[src/spq_pkg.sv]
// ----------------------------------------------------------------------------
// Sorted priority queue package
// Shared constants and types for the sorted minimum priority queue.
// ----------------------------------------------------------------------------
package spq_pkg;

	localparam int DEPTH   = 8;
	localparam int CNT_W   = $clog2(DEPTH + 1);
	localparam int VALUE_W = 32;
	localparam int OCC_W   = 4;
	localparam int STAT_W  = 2;

	localparam logic KIND_INSERT = 1'b0;
	localparam logic KIND_REMOVE = 1'b1;

	localparam logic [STAT_W-1:0] ST_DONE  = 2'd0;
	localparam logic [STAT_W-1:0] ST_FULL  = 2'd1;
	localparam logic [STAT_W-1:0] ST_EMPTY = 2'd2;

	typedef logic signed [VALUE_W-1:0] value_t;

	typedef struct packed {
		logic   ins;
		logic   rem;
		value_t value;
	} spq_cmd_t;

	typedef struct packed {
		logic [STAT_W-1:0] status;
		value_t            removed_value;
		logic [OCC_W-1:0]  occupancy;
	} spq_rsp_t;

endpackage

[src/spq_req_if.sv]
// ----------------------------------------------------------------------------
// Request channel
// Valid/ready channel that carries one queue request.
// ----------------------------------------------------------------------------
interface spq_req_if;
	logic                valid;
	logic                ready;
	logic                kind;
	logic signed [31:0]  value;

	modport source (output valid, output kind, output value, input ready);
	modport sink   (input valid, input kind, input value, output ready);
endinterface

[src/spq_rsp_if.sv]
// ----------------------------------------------------------------------------
// Result channel
// Valid/ready channel that carries one queue result.
// ----------------------------------------------------------------------------
interface spq_rsp_if;
	logic                valid;
	logic                ready;
	logic [1:0]          status;
	logic signed [31:0]  removed_value;
	logic [3:0]          occupancy;

	modport source (output valid, output status, output removed_value, output occupancy,
		input ready);
	modport sink   (input valid, input status, input removed_value, input occupancy,
		output ready);
endinterface

[src/spq_cell.sv]
// ----------------------------------------------------------------------------
// Queue cell
// Holds one slot of the sorted row and exchanges entries with its neighbors.
// ----------------------------------------------------------------------------
module spq_cell (
	input  logic              clk,
	input  spq_pkg::spq_cmd_t cmd,
	input  logic              occupied,
	input  logic              left_le,
	input  spq_pkg::value_t   left_entry,
	input  spq_pkg::value_t   right_entry,
	output spq_pkg::value_t   entry,
	output logic              le
);
	import spq_pkg::*;

	value_t entry_q;
	logic   keep;

	// A held entry not above the new value stays; the first slot past those
	// takes the new value and the rest shift up by one.
	assign le    = occupied && ($signed(entry_q) <= $signed(cmd.value));
	assign keep  = le;
	assign entry = entry_q;

	always_ff @(posedge clk) begin
		if (cmd.ins) begin
			if (keep) begin
				entry_q <= entry_q;
			end else if (left_le) begin
				entry_q <= cmd.value;
			end else begin
				entry_q <= left_entry;
			end
		end else if (cmd.rem) begin
			entry_q <= right_entry;
		end
	end

endmodule

[src/sorted_priority_queue_top.sv]
// ----------------------------------------------------------------------------
// Sorted priority queue
// Bounded minimum priority queue of signed 32-bit values in a row of cells.
// ----------------------------------------------------------------------------
// A request on req carries kind (insert or remove smallest) and value. Each
// accepted request produces exactly one result on rsp with status, the removed
// value and the occupancy after the request.
// All cells update together, so a request is accepted every cycle while
// req.ready is high, and its result is registered. The queue holds DEPTH
// entries in ascending order; inserting into a full queue or removing from
// an empty one leaves it unchanged and reports the condition in status.
// The result side has an output register and one skid register, so a request
// is still taken while one result waits. When both are full, req.ready drops
// until rsp.ready takes a result.
// Reset empties the queue and the result registers; entry contents are left
// as they are and are never read before being written.
// ----------------------------------------------------------------------------
module sorted_priority_queue_top (
	input  logic clk,
	input  logic arst_n,
	spq_req_if.sink   req,
	spq_rsp_if.source rsp
);
	import spq_pkg::*;

	logic [CNT_W-1:0] count_q;
	logic             main_valid_q;
	logic             skid_valid_q;
	spq_rsp_t         main_q;
	spq_rsp_t         skid_q;

	logic             push;
	logic             pop;
	logic             full;
	logic             empty;
	spq_cmd_t         cmd;
	spq_rsp_t         result;
	logic [CNT_W-1:0] count_next;

	value_t           cell_entry [DEPTH];
	logic             cell_le    [DEPTH];
	logic             cell_occ   [DEPTH];

	assign req.ready = !skid_valid_q;
	assign push      = req.valid && req.ready;
	assign pop       = rsp.valid && rsp.ready;
	assign full      = (count_q == CNT_W'(DEPTH));
	assign empty     = (count_q == '0);

	assign cmd.ins   = push && (req.kind == KIND_INSERT) && !full;
	assign cmd.rem   = push && (req.kind == KIND_REMOVE) && !empty;
	assign cmd.value = req.value;

	always_comb begin
		count_next = count_q;
		if (cmd.ins) begin
			count_next = count_q + CNT_W'(1);
		end else if (cmd.rem) begin
			count_next = count_q - CNT_W'(1);
		end
	end

	always_comb begin
		result.status        = ST_DONE;
		result.removed_value = '0;
		result.occupancy     = OCC_W'(count_next);
		if (req.kind == KIND_INSERT) begin
			if (full) begin
				result.status = ST_FULL;
			end
		end else if (empty) begin
			result.status = ST_EMPTY;
		end else begin
			result.removed_value = cell_entry[0];
		end
	end

	for (genvar i = 0; i < DEPTH; i++) begin : g_cell
		assign cell_occ[i] = (CNT_W'(i) < count_q);

		spq_cell u_cell (
			.clk         (clk),
			.cmd         (cmd),
			.occupied    (cell_occ[i]),
			.left_le     ((i == 0) ? 1'b1 : cell_le[(i == 0) ? 0 : i - 1]),
			.left_entry  (cell_entry[(i == 0) ? 0 : i - 1]),
			.right_entry (cell_entry[(i == DEPTH - 1) ? i : i + 1]),
			.entry       (cell_entry[i]),
			.le          (cell_le[i])
		);
	end

	always_ff @(posedge clk or negedge arst_n) begin
		if (!arst_n) begin
			count_q <= '0;
		end else begin
			count_q <= count_next;
		end
	end

	always_ff @(posedge clk or negedge arst_n) begin
		if (!arst_n) begin
			main_valid_q <= 1'b0;
			skid_valid_q <= 1'b0;
		end else if (!main_valid_q || pop) begin
			if (skid_valid_q) begin
				main_valid_q <= 1'b1;
				skid_valid_q <= 1'b0;
			end else begin
				main_valid_q <= push;
			end
		end else if (push) begin
			skid_valid_q <= 1'b1;
		end
	end

	always_ff @(posedge clk) begin
		if (!main_valid_q || pop) begin
			main_q <= skid_valid_q ? skid_q : result;
		end else if (push) begin
			skid_q <= result;
		end
	end

	assign rsp.valid         = main_valid_q;
	assign rsp.status        = main_q.status;
	assign rsp.removed_value = main_q.removed_value;
	assign rsp.occupancy     = main_q.occupancy;

`ifndef ASSERT_OFF
	a_count_bound: assert property (@(posedge clk) disable iff (!arst_n)
		count_q <= CNT_W'(DEPTH))
		else $error("Entry count exceeds queue depth.");

	a_skid_order: assert property (@(posedge clk) disable iff (!arst_n)
		skid_valid_q |-> main_valid_q)
		else $error("Skid register holds a result while the output register is empty.");

	a_insert_count: assert property (@(posedge clk) disable iff (!arst_n)
		push && (req.kind == KIND_INSERT) && !full |=> count_q == $past(count_q) + CNT_W'(1))
		else $error("Accepted insert did not raise the entry count.");

	a_remove_empty: assert property (@(posedge clk) disable iff (!arst_n)
		push && (req.kind == KIND_REMOVE) && empty |=> count_q == '0)
		else $error("Remove from an empty queue changed the entry count.");

	a_result_follows: assert property (@(posedge clk) disable iff (!arst_n)
		push |=> main_valid_q)
		else $error("Accepted request left no result in the output register.");
`endif

endmodule
[src/flat_wrapper.sv]
// flat-port wrapper written by rule: the top's interface ports become plain ports
module sorted_priority_queue_top_flat import spq_pkg::*;
  (clk, arst_n, req_valid, req_kind, req_value, req_ready, rsp_valid, rsp_status, rsp_removed_value, rsp_occupancy, rsp_ready);
  spq_req_if req_i ();
  spq_rsp_if rsp_i ();
  input  logic clk;
  input  logic arst_n;
  input wire logic [$bits(req_i.valid)-1:0] req_valid;
  input wire logic [$bits(req_i.kind)-1:0] req_kind;
  input wire logic [$bits(req_i.value)-1:0] req_value;
  output wire logic [$bits(req_i.ready)-1:0] req_ready;
  output wire logic [$bits(rsp_i.valid)-1:0] rsp_valid;
  output wire logic [$bits(rsp_i.status)-1:0] rsp_status;
  output wire logic [$bits(rsp_i.removed_value)-1:0] rsp_removed_value;
  output wire logic [$bits(rsp_i.occupancy)-1:0] rsp_occupancy;
  input wire logic [$bits(rsp_i.ready)-1:0] rsp_ready;
  assign req_i.valid = req_valid;
  assign req_i.kind = req_kind;
  assign req_i.value = req_value;
  assign req_ready = req_i.ready;
  assign rsp_valid = rsp_i.valid;
  assign rsp_status = rsp_i.status;
  assign rsp_removed_value = rsp_i.removed_value;
  assign rsp_occupancy = rsp_i.occupancy;
  assign rsp_i.ready = rsp_ready;
  sorted_priority_queue_top u_core (.clk(clk), .arst_n(arst_n), .req(req_i), .rsp(rsp_i));
endmodule
[config.mk]
export PLATFORM = sky130hd
export DESIGN_NAME = sorted_priority_queue_top_flat
export DESIGN_NICKNAME = d
export VERILOG_FILES = /design/src/spq_pkg.sv /design/src/spq_req_if.sv /design/src/spq_rsp_if.sv /design/src/spq_cell.sv /design/src/sorted_priority_queue_top.sv /design/src/flat_wrapper.sv
export SDC_FILE = /design/constraint.sdc
export NUM_CORES = 1
export LEC_CHECK = 0
export BUFFER_PORTS_ARGS = -buffer_cell sky130_fd_sc_hd__buf_4
export CELL_PAD_IN_SITES_DETAIL_PLACEMENT = 1
export CELL_PAD_IN_SITES_GLOBAL_PLACEMENT = 2
export CORE_UTILIZATION = 40
export DETAILED_ROUTE_END_ITERATION = 8
export PLACE_DENSITY = 0.77
export SETUP_SLACK_MARGIN = 0.3
export SKIP_CTS_REPAIR_TIMING = 1
export SYNTH_ARGS = -nofsm -noshare
export SYNTH_HDL_FRONTEND = slang
export SYNTH_SLANG_ARGS = --single-unit
[constraint.sdc]
create_clock -name clk -period 7.2 [get_ports clk]
set_clock_uncertainty 0.15 [all_clocks]
set_input_delay 0 -clock clk [delete_from_list [all_inputs] [get_ports clk]]
set_output_delay 0 -clock clk [all_outputs]
set_load 0.02 [all_outputs]
* Word level (Yosys, flattened, before mapping) *
Cells that the tools add are included.
Widths: inputs -> output; s select.

word-level totals
  logic and storage cells = 116
  flip-flop bits (word level) = 338
  input bits = 37
  output and inout port bits = 40

operators by class
  $add $sub $neg = 2
  bitwise logic cells = 3
  mux-type cells = 39
  reduce and logical (&&, ||, !) cells = 31
  equality and inequality tests = 8
  $lt $le $gt $ge = 16

operators by type and width
  kind                 count
  $mux 32              30
  $le 32x32->1         8
  $mux 38              1
  $reduce_and 2->1     9
  $lt 3x4->1 const A   4
  $logic_and 1x1->1    14
  $ne 2x2->1 const B   7
  $lt 1x4->1 const A   2
  $lt 2x4->1 const A   2
  $mux 4               2
  $add 4x1->4 const B  1
  $eq 4x4->1 const B   1
  $logic_not 1->1      4
  $logic_not 4->1      1
  $mux 1               4
  $mux 2               2
  $reduce_bool 2->1    2
  $sub 4x1->4 const B  1
  $not 1->1            3
  $logic_or 1x1->1     1

* Longest topological paths before layout *
Gate-level depths: netlist (run 1).

  depth in word-level cells = 7
  depth in mapped cells = 13
  depth with buffers taken out = 10

* Cells and area by module *
From an unflattened synthesis (run 1), not the netlist that was laid out.

second synthesis, totals
  cells, all modules = 2272
  area, all modules = 23517.6 µm²

by module, submodules not included
  module                     cells each  times used  sequential area each (µm²)  area an instance (µm²)
  spq_cell                   256         8           960.9                       2491.1
  sorted_priority_queue_top  224         1           2432.3                      3588.4

* Least setup slack after synthesis (run 1) *
OpenSTA, ideal clock, no wires.

  path kind = register -> register
  start point = register u_core.g_cell[0].u_cell.entry_q[23]
  end point = register u_core.g_cell[0].u_cell.entry_q[0], enable pin
  cell stages (with the launch flop) = 10
  setup time = 466 ps
  data required time = 6584 ps
  buffers on the path = 1
  arrival time = 4478 ps
  clock period less this slack = 5093 ps
  path slack = 2107 ps
  cell sequence = edfxtp_1 > ha_1 > nand4_1 > or4_1 > nor3_1 > nor3_1 > o21ai_2 > clkbuf_1 > nand2_1 > o21ai_0

on the way
  cells in the longest elaborated chain, start to end = 4

ends and longest elaborated chain
  item                               line            text
  from (decl)                        spq_cell.sv:17  value_t entry_q;
  from (signal assigned)             spq_cell.sv:29  entry_q <= entry_q;
  from (signal assigned)             spq_cell.sv:31  entry_q <= cmd.value;
  from (signal assigned)             spq_cell.sv:33  entry_q <= left_entry;
  $le 32x32->1                       spq_cell.sv:22  assign le = occupied && ($signed(entry_q) <= $signed(cmd.value));
  $logic_and 1x1->1                  spq_cell.sv:22
  $ne 2x2->1 (no source line)        --
  $reduce_and 2->1 (no source line)  --

No other way between the ends.
A chain may end at the register's enable or synchronous reset.

* Worst setup path after layout (run 1) *
  start point = register u_core.count_q[3]
  end point = register u_core.g_cell[1].u_cell.entry_q[0], data pin

on the way
  cells in the longest elaborated chain, start to end = 5
  elaborated cells between the ends (all ways) = 8
  classes of those cells = order compare: 1; eq/ne: 1; mux: 3; reduce/logical: 3

ends and longest elaborated chain
  item                    line                             text
  from (decl)             sorted_priority_queue_top.sv:26  logic [CNT_W-1:0] count_q;
  from (signal assigned)  sorted_priority_queue_top.sv:97  count_q <= count_next;
  $lt 1x4->1              sorted_priority_queue_top.sv:79  assign cell_occ[i] = (CNT_W'(i) < count_q);
  $logic_and 1x1->1       spq_cell.sv:22
  $mux 32                 spq_cell.sv:30                   end else if (left_le) begin
  $mux 32                 spq_cell.sv:28                   if (keep) begin
  $mux 32 *               spq_cell.sv:27                   if (cmd.ins) begin
  to (signal assigned)    spq_cell.sv:29
  to (signal assigned)    spq_cell.sv:31
  to (signal assigned)    spq_cell.sv:33
  to (decl)               spq_cell.sv:17

Every way passes the cells marked *; elsewhere a longest branch is shown, timed or not. The select of a mux whose other input is x is not followed.

==> summary.txt, run 1 <==
Fin crit share: 58.9%
Via count: 17,200
Vias in the first global route: 17,600
Synth Area in Simple Gates: 16.5%
CTS Root Cell: clkbuf_16
WL final: 68.8 mm
Worst setup EP type: register
Grt met3 use: 2.32%
RD Place Congestion: 0.890
Syn Inst Count: 2,003
CP Data Required Time: 7320 ps
Port bufs: 76
Tmin final: 4240 ps
Maxcap violations: 0
First-pass GRT wire length: 106 mm
Pwr dens: 325 nW/um^2
Total negative slack: 0 ps
Worst slew pin tran: 1220 ps
Vias per cell: 6.20
Final ANT Viol Nets: 0
Final hold vios: 0
Std-Cell Rows: 85
Worst-case clock buffer depth: 3
Final setup vio count: 0
All-layer global routing usage: 24.4%
Netlist Area Pre-Place: 22,000 um^2
Final net count: 2,352
Syn Area/Cell: 11.0 um^2
Area grow syn2layout: 12.9%
Initial antenna violation count: 0
Post-synthesis compound-gate area fraction: 15.5%
Asr flop ratio synth: 1.78%
Clk_lat worst skew: 580 ps
Wirelength per Cell: 24.8 um
Tightest Hold Check Type: input pin to register
Share of post-route cells with drive strength above 1: 16.8%
Clock Sinks: 338
Clk slew on worst S/H paths: 60 ps
FMAX: 0.236 GHz
Launching point of the worst reg2reg path: u_core.count_q[3]
Status: completed
Synth Area in Adders: 14.7%
Worst Setup SP: u_core.count_q[3]
Critical Path Start Type: register
RSZ-0062 raised after global routing: false
Initial Utilization: 40.7%
Area after DPL: 23,200 um^2
Worst slew margin: 18.4%
IO Pins: 77
First drt pass iteration count: 5
Leakage: 10.0 nW
Chip width: 237 um
Met2 usage: 37.0%
Final Cell Area: 24,900 um^2
GR Util met1: 36.7%
#FFs+latches synth: 338
Setup Crit Path Kind: register to register
Area of the die: 56,000 um^2
# DRC: 0
Mux cell area share after synthesis: 3.58%
Final Max Slew Viols: 0
Top_reg_cell synth: edfxtp_1
Crit path max fanout: 35
Syn_nets: 2,299
Die H: 237 um
CTS tree: yes
Final HPWL DP: 50.5 mm
TritonCTS buffer count: 42
Maximum VDD drop: 183 uV
YS warnings: 0
HP Start: req_valid
Htree depth: 2
Post-synth EDFFs: 332
CP Data Arrival Time: 4360 ps
Core area: 54,100 um^2
Largest family of logic cells by synthesized area: simple AND/OR/NAND/NOR gates
Register area share after synthesis: 45.9%
Largest net degree at the start of global routing: 204
Remaining global-route overflow: 0
DRT iter0 DRCs: 1,420
Busiest grt layer: met2
Library cells used by synthesis: 56
Antenna Cells: 0
Xor/xnor cell area share of the yosys netlist: 0.119%
cells in the mapped netlist (all sizes together), types with 22 or more instances:
cell type | count | area (um^2)
and3 | 33 | 206
o21ai | 39 | 199
buf | 38 | 282
nor2 | 22 | 82.6
a21oi | 86 | 430
ha | 259 | 3240
nand4 | 191 | 1190
edfxtp | 332 | 9970
a21o | 59 | 443
o211ai | 194 | 1910
nand3 | 79 | 480
clkbuf | 86 | 323
mux2 | 70 | 788
nand2 | 335 | 1260
inv | 56 | 210
critical path, stage by stage (launching register included):
cell,delay (ps)
dfrtp_1,600
nor2_1,540
nand2_1,710
nand4_1,270
buf_4,400
and2_1,1010
o221ai_1,210
final cells by class:
type	count	area, um^2
Clock buffer	58	1180
Clock inverter	14	160
Tap cell	696	871
Inverter	56	210
Multi-Input combinational cell	1485	11200
Timing Repair Buffer	133	1110
Fill cell	5772	29300
Sequential cell	338	10100
final timing paths:
kind                                                     to  slack, ps  cells after the start
max                        u_core.g_cell[1].u_cell.entry[0]       2960                      6
min                                        u_core.rsp.valid         60                      4
max reg2reg                u_core.g_cell[1].u_cell.entry[0]       2960                      6
min reg2reg                                u_core.rsp.valid        340                      2
max in group asynchronous                 u_core.count_q[1]       6370                      3
min in group asynchronous                  u_core.rsp.valid        250                      3
stage by stage:
stage               utilization, %  hold slack [ps]  total power [mW]  setup slack, ps  instances
floorplan                        -             -446              5.11             2110       2003
global placement              42.8             -336              5.81             3140       2672
detailed placement            42.8             -331              5.94             3030       2672
CTS                           45.3             -952              8.10             3010       2744
global route                  45.9             82.1              8.50             2710       2780
finish                        45.9             56.2              8.08             2960       2780
layout by cell type (no fill, tap or decap), types with 12 or more instances in the layout:
cell and n:
a21o_1 59, a21oi_1 86, and3_1 33, buf_4 95
clkbuf_1 12, clkbuf_16 45, dlygate4sd3_1 36, edfxtp_1 332
ha_1 259, inv_1 56, mux2_2 70, nand2_1 335
nand3_1 62, nand3_2 17, nand4_1 191, nor2_1 20
nor3_1 16, o211ai_1 103, o211ai_2 91, o21ai_0 30
registers in the layout (all words and copies together), names as in the netlist:
name	count
u_core.skid_valid_q	1
u_core.g_cell.u_cell.entry	256
u_core.rsp.removed_value	32
u_core.count_q	4
u_core.rsp.occupancy	4
u_core.rsp.status	2
u_core.rsp.valid	1
u_core.skid_q	38
cell families after synthesis:
logic type,count (synthesis)
AO/OA/AOI/OAI,426
multiplexers,70
adder cells (fa/ha/maj),259
AND/OR/NAND/NOR,727
buffers and inverters,180
XOR/XNOR,3
flip-flops,338
layer usage:
metal	part of all wire [%]	routed length [um]
met3	5.3	3620
met5	0	0
met2	44	30200
met1	49	33600
met4	2.1	1440
power breakdown:
| part | switching [mW] | leakage, nW | internal [mW] |
|---|---|---|---|
| registers | 0.347 | 3.25 | 2.81 |
| logic | 1.83 | 6.15 | 0.961 |
| clock network | 0.854 | 0.653 | 1.28 |
Note: power is estimated with default switching activity, not from simulation.
==> run 2, diff against run 1 <==
==> constraint.sdc (replaced) <==
create_clock -name clk -period 4 [get_ports clk]
set_clock_uncertainty 0.15 [all_clocks]
set_input_delay 0 -clock clk [delete_from_list [all_inputs] [get_ports clk]]
set_output_delay 0 -clock clk [all_outputs]
set_load 0.02 [all_outputs]
==> summary.txt, run 2 (synthesis results as in run 1) <==
Status: completed
FF/Latch Area: 10,100 um^2
Final HPWL DP: 52.1 mm
Psw: 5.54 mW
Worst slew margin: 30.1%
Fill cells: 5,783
Final Core Density: 46.5%
WL final: 69.2 mm
Fin Hold WS: 74.1 ps
Clock Sinks: 338
PnR worst setup slack: 436 ps
Crit-path cells: dlygate4sd3_1, buf_4, inv_1, ha_1, a21o_1, a21o_1, a221oi_2, nor3_1, or4_1, a21o_1, buf_4, and2_4, o211ai_1
Remaining global-route overflow: 0
Clk_lat worst skew: 580 ps
Commonest non-fill, non-tap cell in the layout: nand2_1
Cell internal pwr: 9.06 mW
Grt met3 use: 3.64%
Total negative slack: 0 ps
Share of post-route cells with drive strength above 1: 18.0%
Final Cell Area: 25,200 um^2
Leakage: 10.2 nW
Clock power share: 25.2%
FMAX: 0.281 GHz
Final Max Slew Viols: 0
Placed Instances: 2,702
Final ANT Viol Nets: 0
GR Util met1: 36.6%
HP Start: req_valid
Maxcap violations: 0
Largest net degree at the start of global routing: 100
CTS tree: yes
First drt pass iteration count: 5
Crit path top cell by count: a21o_1
Core area: 54,100 um^2
Area of the die: 56,000 um^2
First-pass GRT wire length: 106 mm
Die H: 237 um
All-layer global routing usage: 24.5%
Pwr dens: 580 nW/um^2
CP Data Required Time: 4260 ps
Fin crit share: 89.1%
Final hold vios: 0
Hold path depth: 4
Via count: 17,200
Worst Hold End: u_core.rsp.valid
Max reg flops: 256
Setup Crit Path Kind: input pin to register
Met2 usage: 36.9%
Worst reg2reg path depth: 9
Worst-case clock buffer depth: 3
Initial Utilization: 40.7%
RD Place Congestion: 0.882
Clk slew on worst S/H paths: 60 ps
Maximum VDD drop: 321 uV
DRT iter0 DRCs: 1,471
Htree depth: 2
Multi-input logic area: 11,200 um^2
Logic pwr share: 35.9%
Design Power: 14.6 mW
TritonCTS buffer count: 42
Non-filler instance count after layout: 2,815
Area grow syn2layout: 14.2%
Pre-CTS setup slack: 430 ps
Worst slew pin tran: 1050 ps
Sw Share: 37.9%
Tmin final: 3560 ps
Tightest Hold Check Type: input pin to register
Area after DPL: 23,500 um^2
Vias per cell: 6.12
Final net count: 2,382
# DRC: 0
IO Pins: 77
Worst path max stage delay: 540 ps
Final setup vio count: 0
Wirelength per Cell: 24.6 um
Crit path max fanout: 33
CP Data Arrival Time: 3820 ps
Launching point of the worst reg2reg path: u_core.g_cell[2].u_cell.entry[19]
Port bufs: 76
Chip width: 237 um
CTS Root Cell: clkbuf_16
Critical Path Start Type: input pin
R2r setup slk: 460 ps
Sequential share of power: 38.9%
Worst setup EP type: register
Busiest grt layer: met2
Initial antenna violation count: 1
Vias in the first global route: 17,400
Most frequent cells in the layout: nand2_1, edfxtp_1, ha_1
RSZ-0062 raised after global routing: false
Std-Cell Rows: 85
Reg2reg end: u_core.g_cell[3].u_cell.entry[0]
Crit-path slowest cell: dlygate4sd3_1
Antenna Cells: 0
==> run 2: cell types whose count changed in the layout (fill, tap and decap cells not counted), sizes merged <==
cell      change
buf          +30
clkinv        +9
bufinv        -3
clkbuf        -3
clkinvlp      +2
==> run 2: final cells by class <==
type                            instances  area share [%]
Clock buffer                           55            4.66
Sequential cell                       338            40.2
Clock inverter                         22           0.487
Timing Repair Buffer                  163            5.77
Inverter                               56           0.835
Tap cell                              696            3.46
Multi-Input combinational cell       1485            44.6
==> run 2: worst max path at each step <==
stage                                        end                              start  slack (ps)
2_1_floorplan   u_core.g_cell[4].u_cell.entry[0]  u_core.g_cell[4].u_cell.entry[27]         350
3_3_place_gp   u_core.g_cell[4].u_cell.entry[31]                       req_value[7]         480
3_5_place_dp   u_core.g_cell[4].u_cell.entry[31]                       req_value[5]         430
4_1_cts         u_core.g_cell[3].u_cell.entry[0]  u_core.g_cell[2].u_cell.entry[19]         470
5_1_grt         u_core.g_cell[3].u_cell.entry[0]  u_core.g_cell[2].u_cell.entry[19]         300
6_report       u_core.g_cell[3].u_cell.entry[31]                       req_value[9]         440
==> run 2: power groups by stage <==
stage	registers, mW	clock network [mW]	logic, mW
after detailed placement	5.73	0	5.19
after global placement	5.68	0	4.99
final	5.68	3.68	5.24
after CTS	5.66	3.76	5.22
after global routing	5.76	3.87	5.74
after floorplan	5.56	0	3.62
==> run 2: critical path: cells and delay by family <==
kind,cells,cell delay (ps)
AO/OA/AOI/OAI,5,1180
AND/OR/NAND/NOR,3,980
adder cells (fa/ha/maj),1,330
buffers and inverters,4,1310
==> run 2: per-layer routing <==
layer | up-vias | wire length (um)
met5 | - | 0
met4 | 0 | 1630
met3 | 79 | 3830
met2 | 515 | 30100
met1 | 8623 | 33600
li1 | 8004 | -
==> run 3, diff against run 2 <==
--- a/config.mk
+++ b/config.mk
@@ -5,12 +5,13 @@
 export SDC_FILE = /design/constraint.sdc
 export NUM_CORES = 1
 export LEC_CHECK = 0
+export ABC_AREA = 1
 export BUFFER_PORTS_ARGS = -buffer_cell sky130_fd_sc_hd__buf_4
 export CELL_PAD_IN_SITES_DETAIL_PLACEMENT = 1
 export CELL_PAD_IN_SITES_GLOBAL_PLACEMENT = 2
-export CORE_UTILIZATION = 40
+export CORE_UTILIZATION = 39
 export DETAILED_ROUTE_END_ITERATION = 8
-export PLACE_DENSITY = 0.77
+export PLACE_DENSITY = 0.83
 export SETUP_SLACK_MARGIN = 0.3
 export SKIP_CTS_REPAIR_TIMING = 1
 export SYNTH_ARGS = -nofsm -noshare
==> summary.txt, run 3 <==
Register area share after synthesis: 43.2%
Vias per cell: 5.18
Fill cells: 7,136
Final setup vio count: 0
RSZ-0062 raised after global routing: false
Syn Area/Cell: 8.09 um^2
Via count: 19,700
Clk slew on worst S/H paths: 60 ps
Most frequent cells in the layout: nand2_1, nand3_1, edfxtp_1
Die H: 247 um
Critical Path Start Type: input pin
Logic pwr share: 39.3%
Crit-path slowest cell: dlygate4sd3_1
#FFs+latches synth: 338
Sequential share of power: 35.8%
Count leader, synth: nand2_1
Pwr dens: 581 nW/um^2
WL final: 69.3 mm
CP Data Required Time: 4170 ps
IO Pins: 77
Maxcap violations: 0
Final Max Slew Viols: 0
Worst-case clock buffer depth: 3
Fin crit share: 85.3%
Failing checks: design-rule violations
Crit-path cells: dlygate4sd3_1, buf_4, clkinv_1, ha_1, nand2_1, nor2_1, nand4_1, nor3b_2, nand4_1, nand3_4, buf_4, nand3_1, nand3_1, nand2_1
Largest net degree at the start of global routing: 186
Asr flop ratio synth: 1.78%
Remaining global-route overflow: 0
CTS Root Cell: clkbuf_16
CP Data Arrival Time: 3590 ps
First-pass GRT wire length: 112 mm
Initial antenna violation count: 0
Clock power share: 24.8%
Psw: 6.31 mW
Dominant cell type by area after synthesis: edfxtp_1
Netlist Area Pre-Place: 23,400 um^2
YS warnings: 0
Wirelength per Cell: 18.2 um
Worst setup EP type: register
Maximum VDD drop: 288 uV
Antenna Cells: 0
RD Place Congestion: 0.853
Worst path max stage delay: 530 ps
Cell internal pwr: 9.15 mW
Final hold vios: 0
Max reg flops: 256
Area after DPL: 24,900 um^2
First drt pass iteration count: 9
FMAX: 0.293 GHz
Final Core Density: 45.0%
Tmin final: 3410 ps
Chip width: 247 um
Initial Utilization: 39.6%
Commonest non-fill, non-tap cell in the layout: nand2_1
Top cell type's share of synthesized area: 42.5%
Final net count: 3,297
Setup Crit Path Kind: input pin to register
Area grow syn2layout: 13.6%
DRT iter0 DRCs: 1,142
Htree depth: 2
Core area: 59,200 um^2
Crit path max fanout: 32
Clock Sinks: 338
Syn Inst Count: 2,899
Std-Cell Rows: 89
# DRC: 16
TritonCTS buffer count: 42
Final HPWL DP: 51.9 mm
Worst slew pin tran: 1230 ps
Vias in the first global route: 20,500
Synth top area cells: edfxtp_1, nand2_1, ha_1, nand3_1, inv_1
Top_reg_cell synth: edfxtp_1
Port bufs: 76
Sw Share: 40.8%
Syn_nets: 3,195
Total negative slack: 0 ps
Worst slew margin: 18.1%
Tightest Hold Check Type: input pin to register
Clk_lat worst skew: 580 ps
Area of the die: 61,100 um^2
Status: complete, but fails checks
CTS tree: yes
All-layer global routing usage: 23.1%
Leakage: 12.8 nW
Share of post-route cells with drive strength above 1: 9.20%
Library cells used by synthesis: 43
Final ANT Viol Nets: 0
Final Cell Area: 26,600 um^2
Post-synth EDFFs: 332
Synth cell count leaders: nand2_1, nand3_1, edfxtp_1
[run 3: cell count changes in the layout (fill, tap and decap cells not counted), sizes merged, moves of 24 or more]
cell	before	now
nor2	22	112
a21oi	86	119
and3	33	0
clkinv	19	54
inv	56	270
nand2	335	1075
o211ai	194	2
a21o	59	9
mux2	70	0
o21ai	39	63
nand4	191	25
nand3	79	441
[run 3: cell type report]
class / instances / area (um^2) / area share [%]
clock inverter: 25 / 174 / 0.653
sequential: 338 / 10100 / 38.0
clock buffer: 50 / 1190 / 4.46
inverter: 302 / 1140 / 4.28
multi-input combinational: 2134 / 11500 / 43.3
tap: 773 / 967 / 3.63
timing repair buffer: 183 / 1530 / 5.73
[run 3: metrics by stage]
| stage | worst slack (ps) | hold slack [ps] | cells | total power, mW |
|---|---|---|---|---|
| floorplan | 316 | -446 | 2899 | 9.82 |
| global placement | 579 | -338 | 3694 | 11.4 |
| detailed placement | 536 | -333 | 3694 | 11.7 |
| CTS | 669 | -959 | 3769 | 15.6 |
| global route | 394 | 80.0 | 3805 | 16.6 |
| finish | 589 | 68.3 | 3805 | 15.5 |
[run 3: logic make-up after synthesis]
group,Yosys count,synth area share (%)
XOR/XNOR,2,0.0747
AND/OR/NAND/NOR,1662,30.3
adder cells (fa/ha/maj),259,13.8
AO/OA/AOI/OAI,211,4.81
flip-flops,338,43.2
buffers and inverters,427,7.83
[run 3: worst paths after layout]
kind,startpoint,endpoint,slack [ps],cells after the start
hold / removal,req_valid,u_core.rsp.valid,70,4
min in group asynchronous,arst_n,u_core.skid_valid_q,230,3
max in group asynchronous,arst_n,u_core.rsp.valid,3250,3
hold reg to reg,u_core.skid_q[24],u_core.rsp.removed_value[20],370,2
setup / recovery,req_value[22],u_core.g_cell[4].u_cell.entry[12],590,14
setup reg to reg,u_core.count_q[0],u_core.g_cell[5].u_cell.entry[1],650,10
[run 3: power groups by stage]
stage               sequential [mW]  combinational, mW  clock (mW)
global placement               5.57               5.86           0
floorplan                      5.50               4.32           0
global route                   5.62               6.91        4.04
CTS                            5.53               6.11        3.94
finish                         5.54               6.09        3.84
detailed placement             5.60               6.08           0
[run 3: critical path: cells and delay by family]
kind	cells	cell delay, ps
adders and majority gates	1	520
and+or+nand+nor	9	1530
buffers and inverters	4	1510
[run 3: metal layers]
layer	up-vias	track usage, %	wire length [um]
met5	-	0	0
met4	0	5.50	1160
met3	61	3.03	2700
met2	303	37.4	31400
met1	9483	32.4	34000
li1	9857	-	-
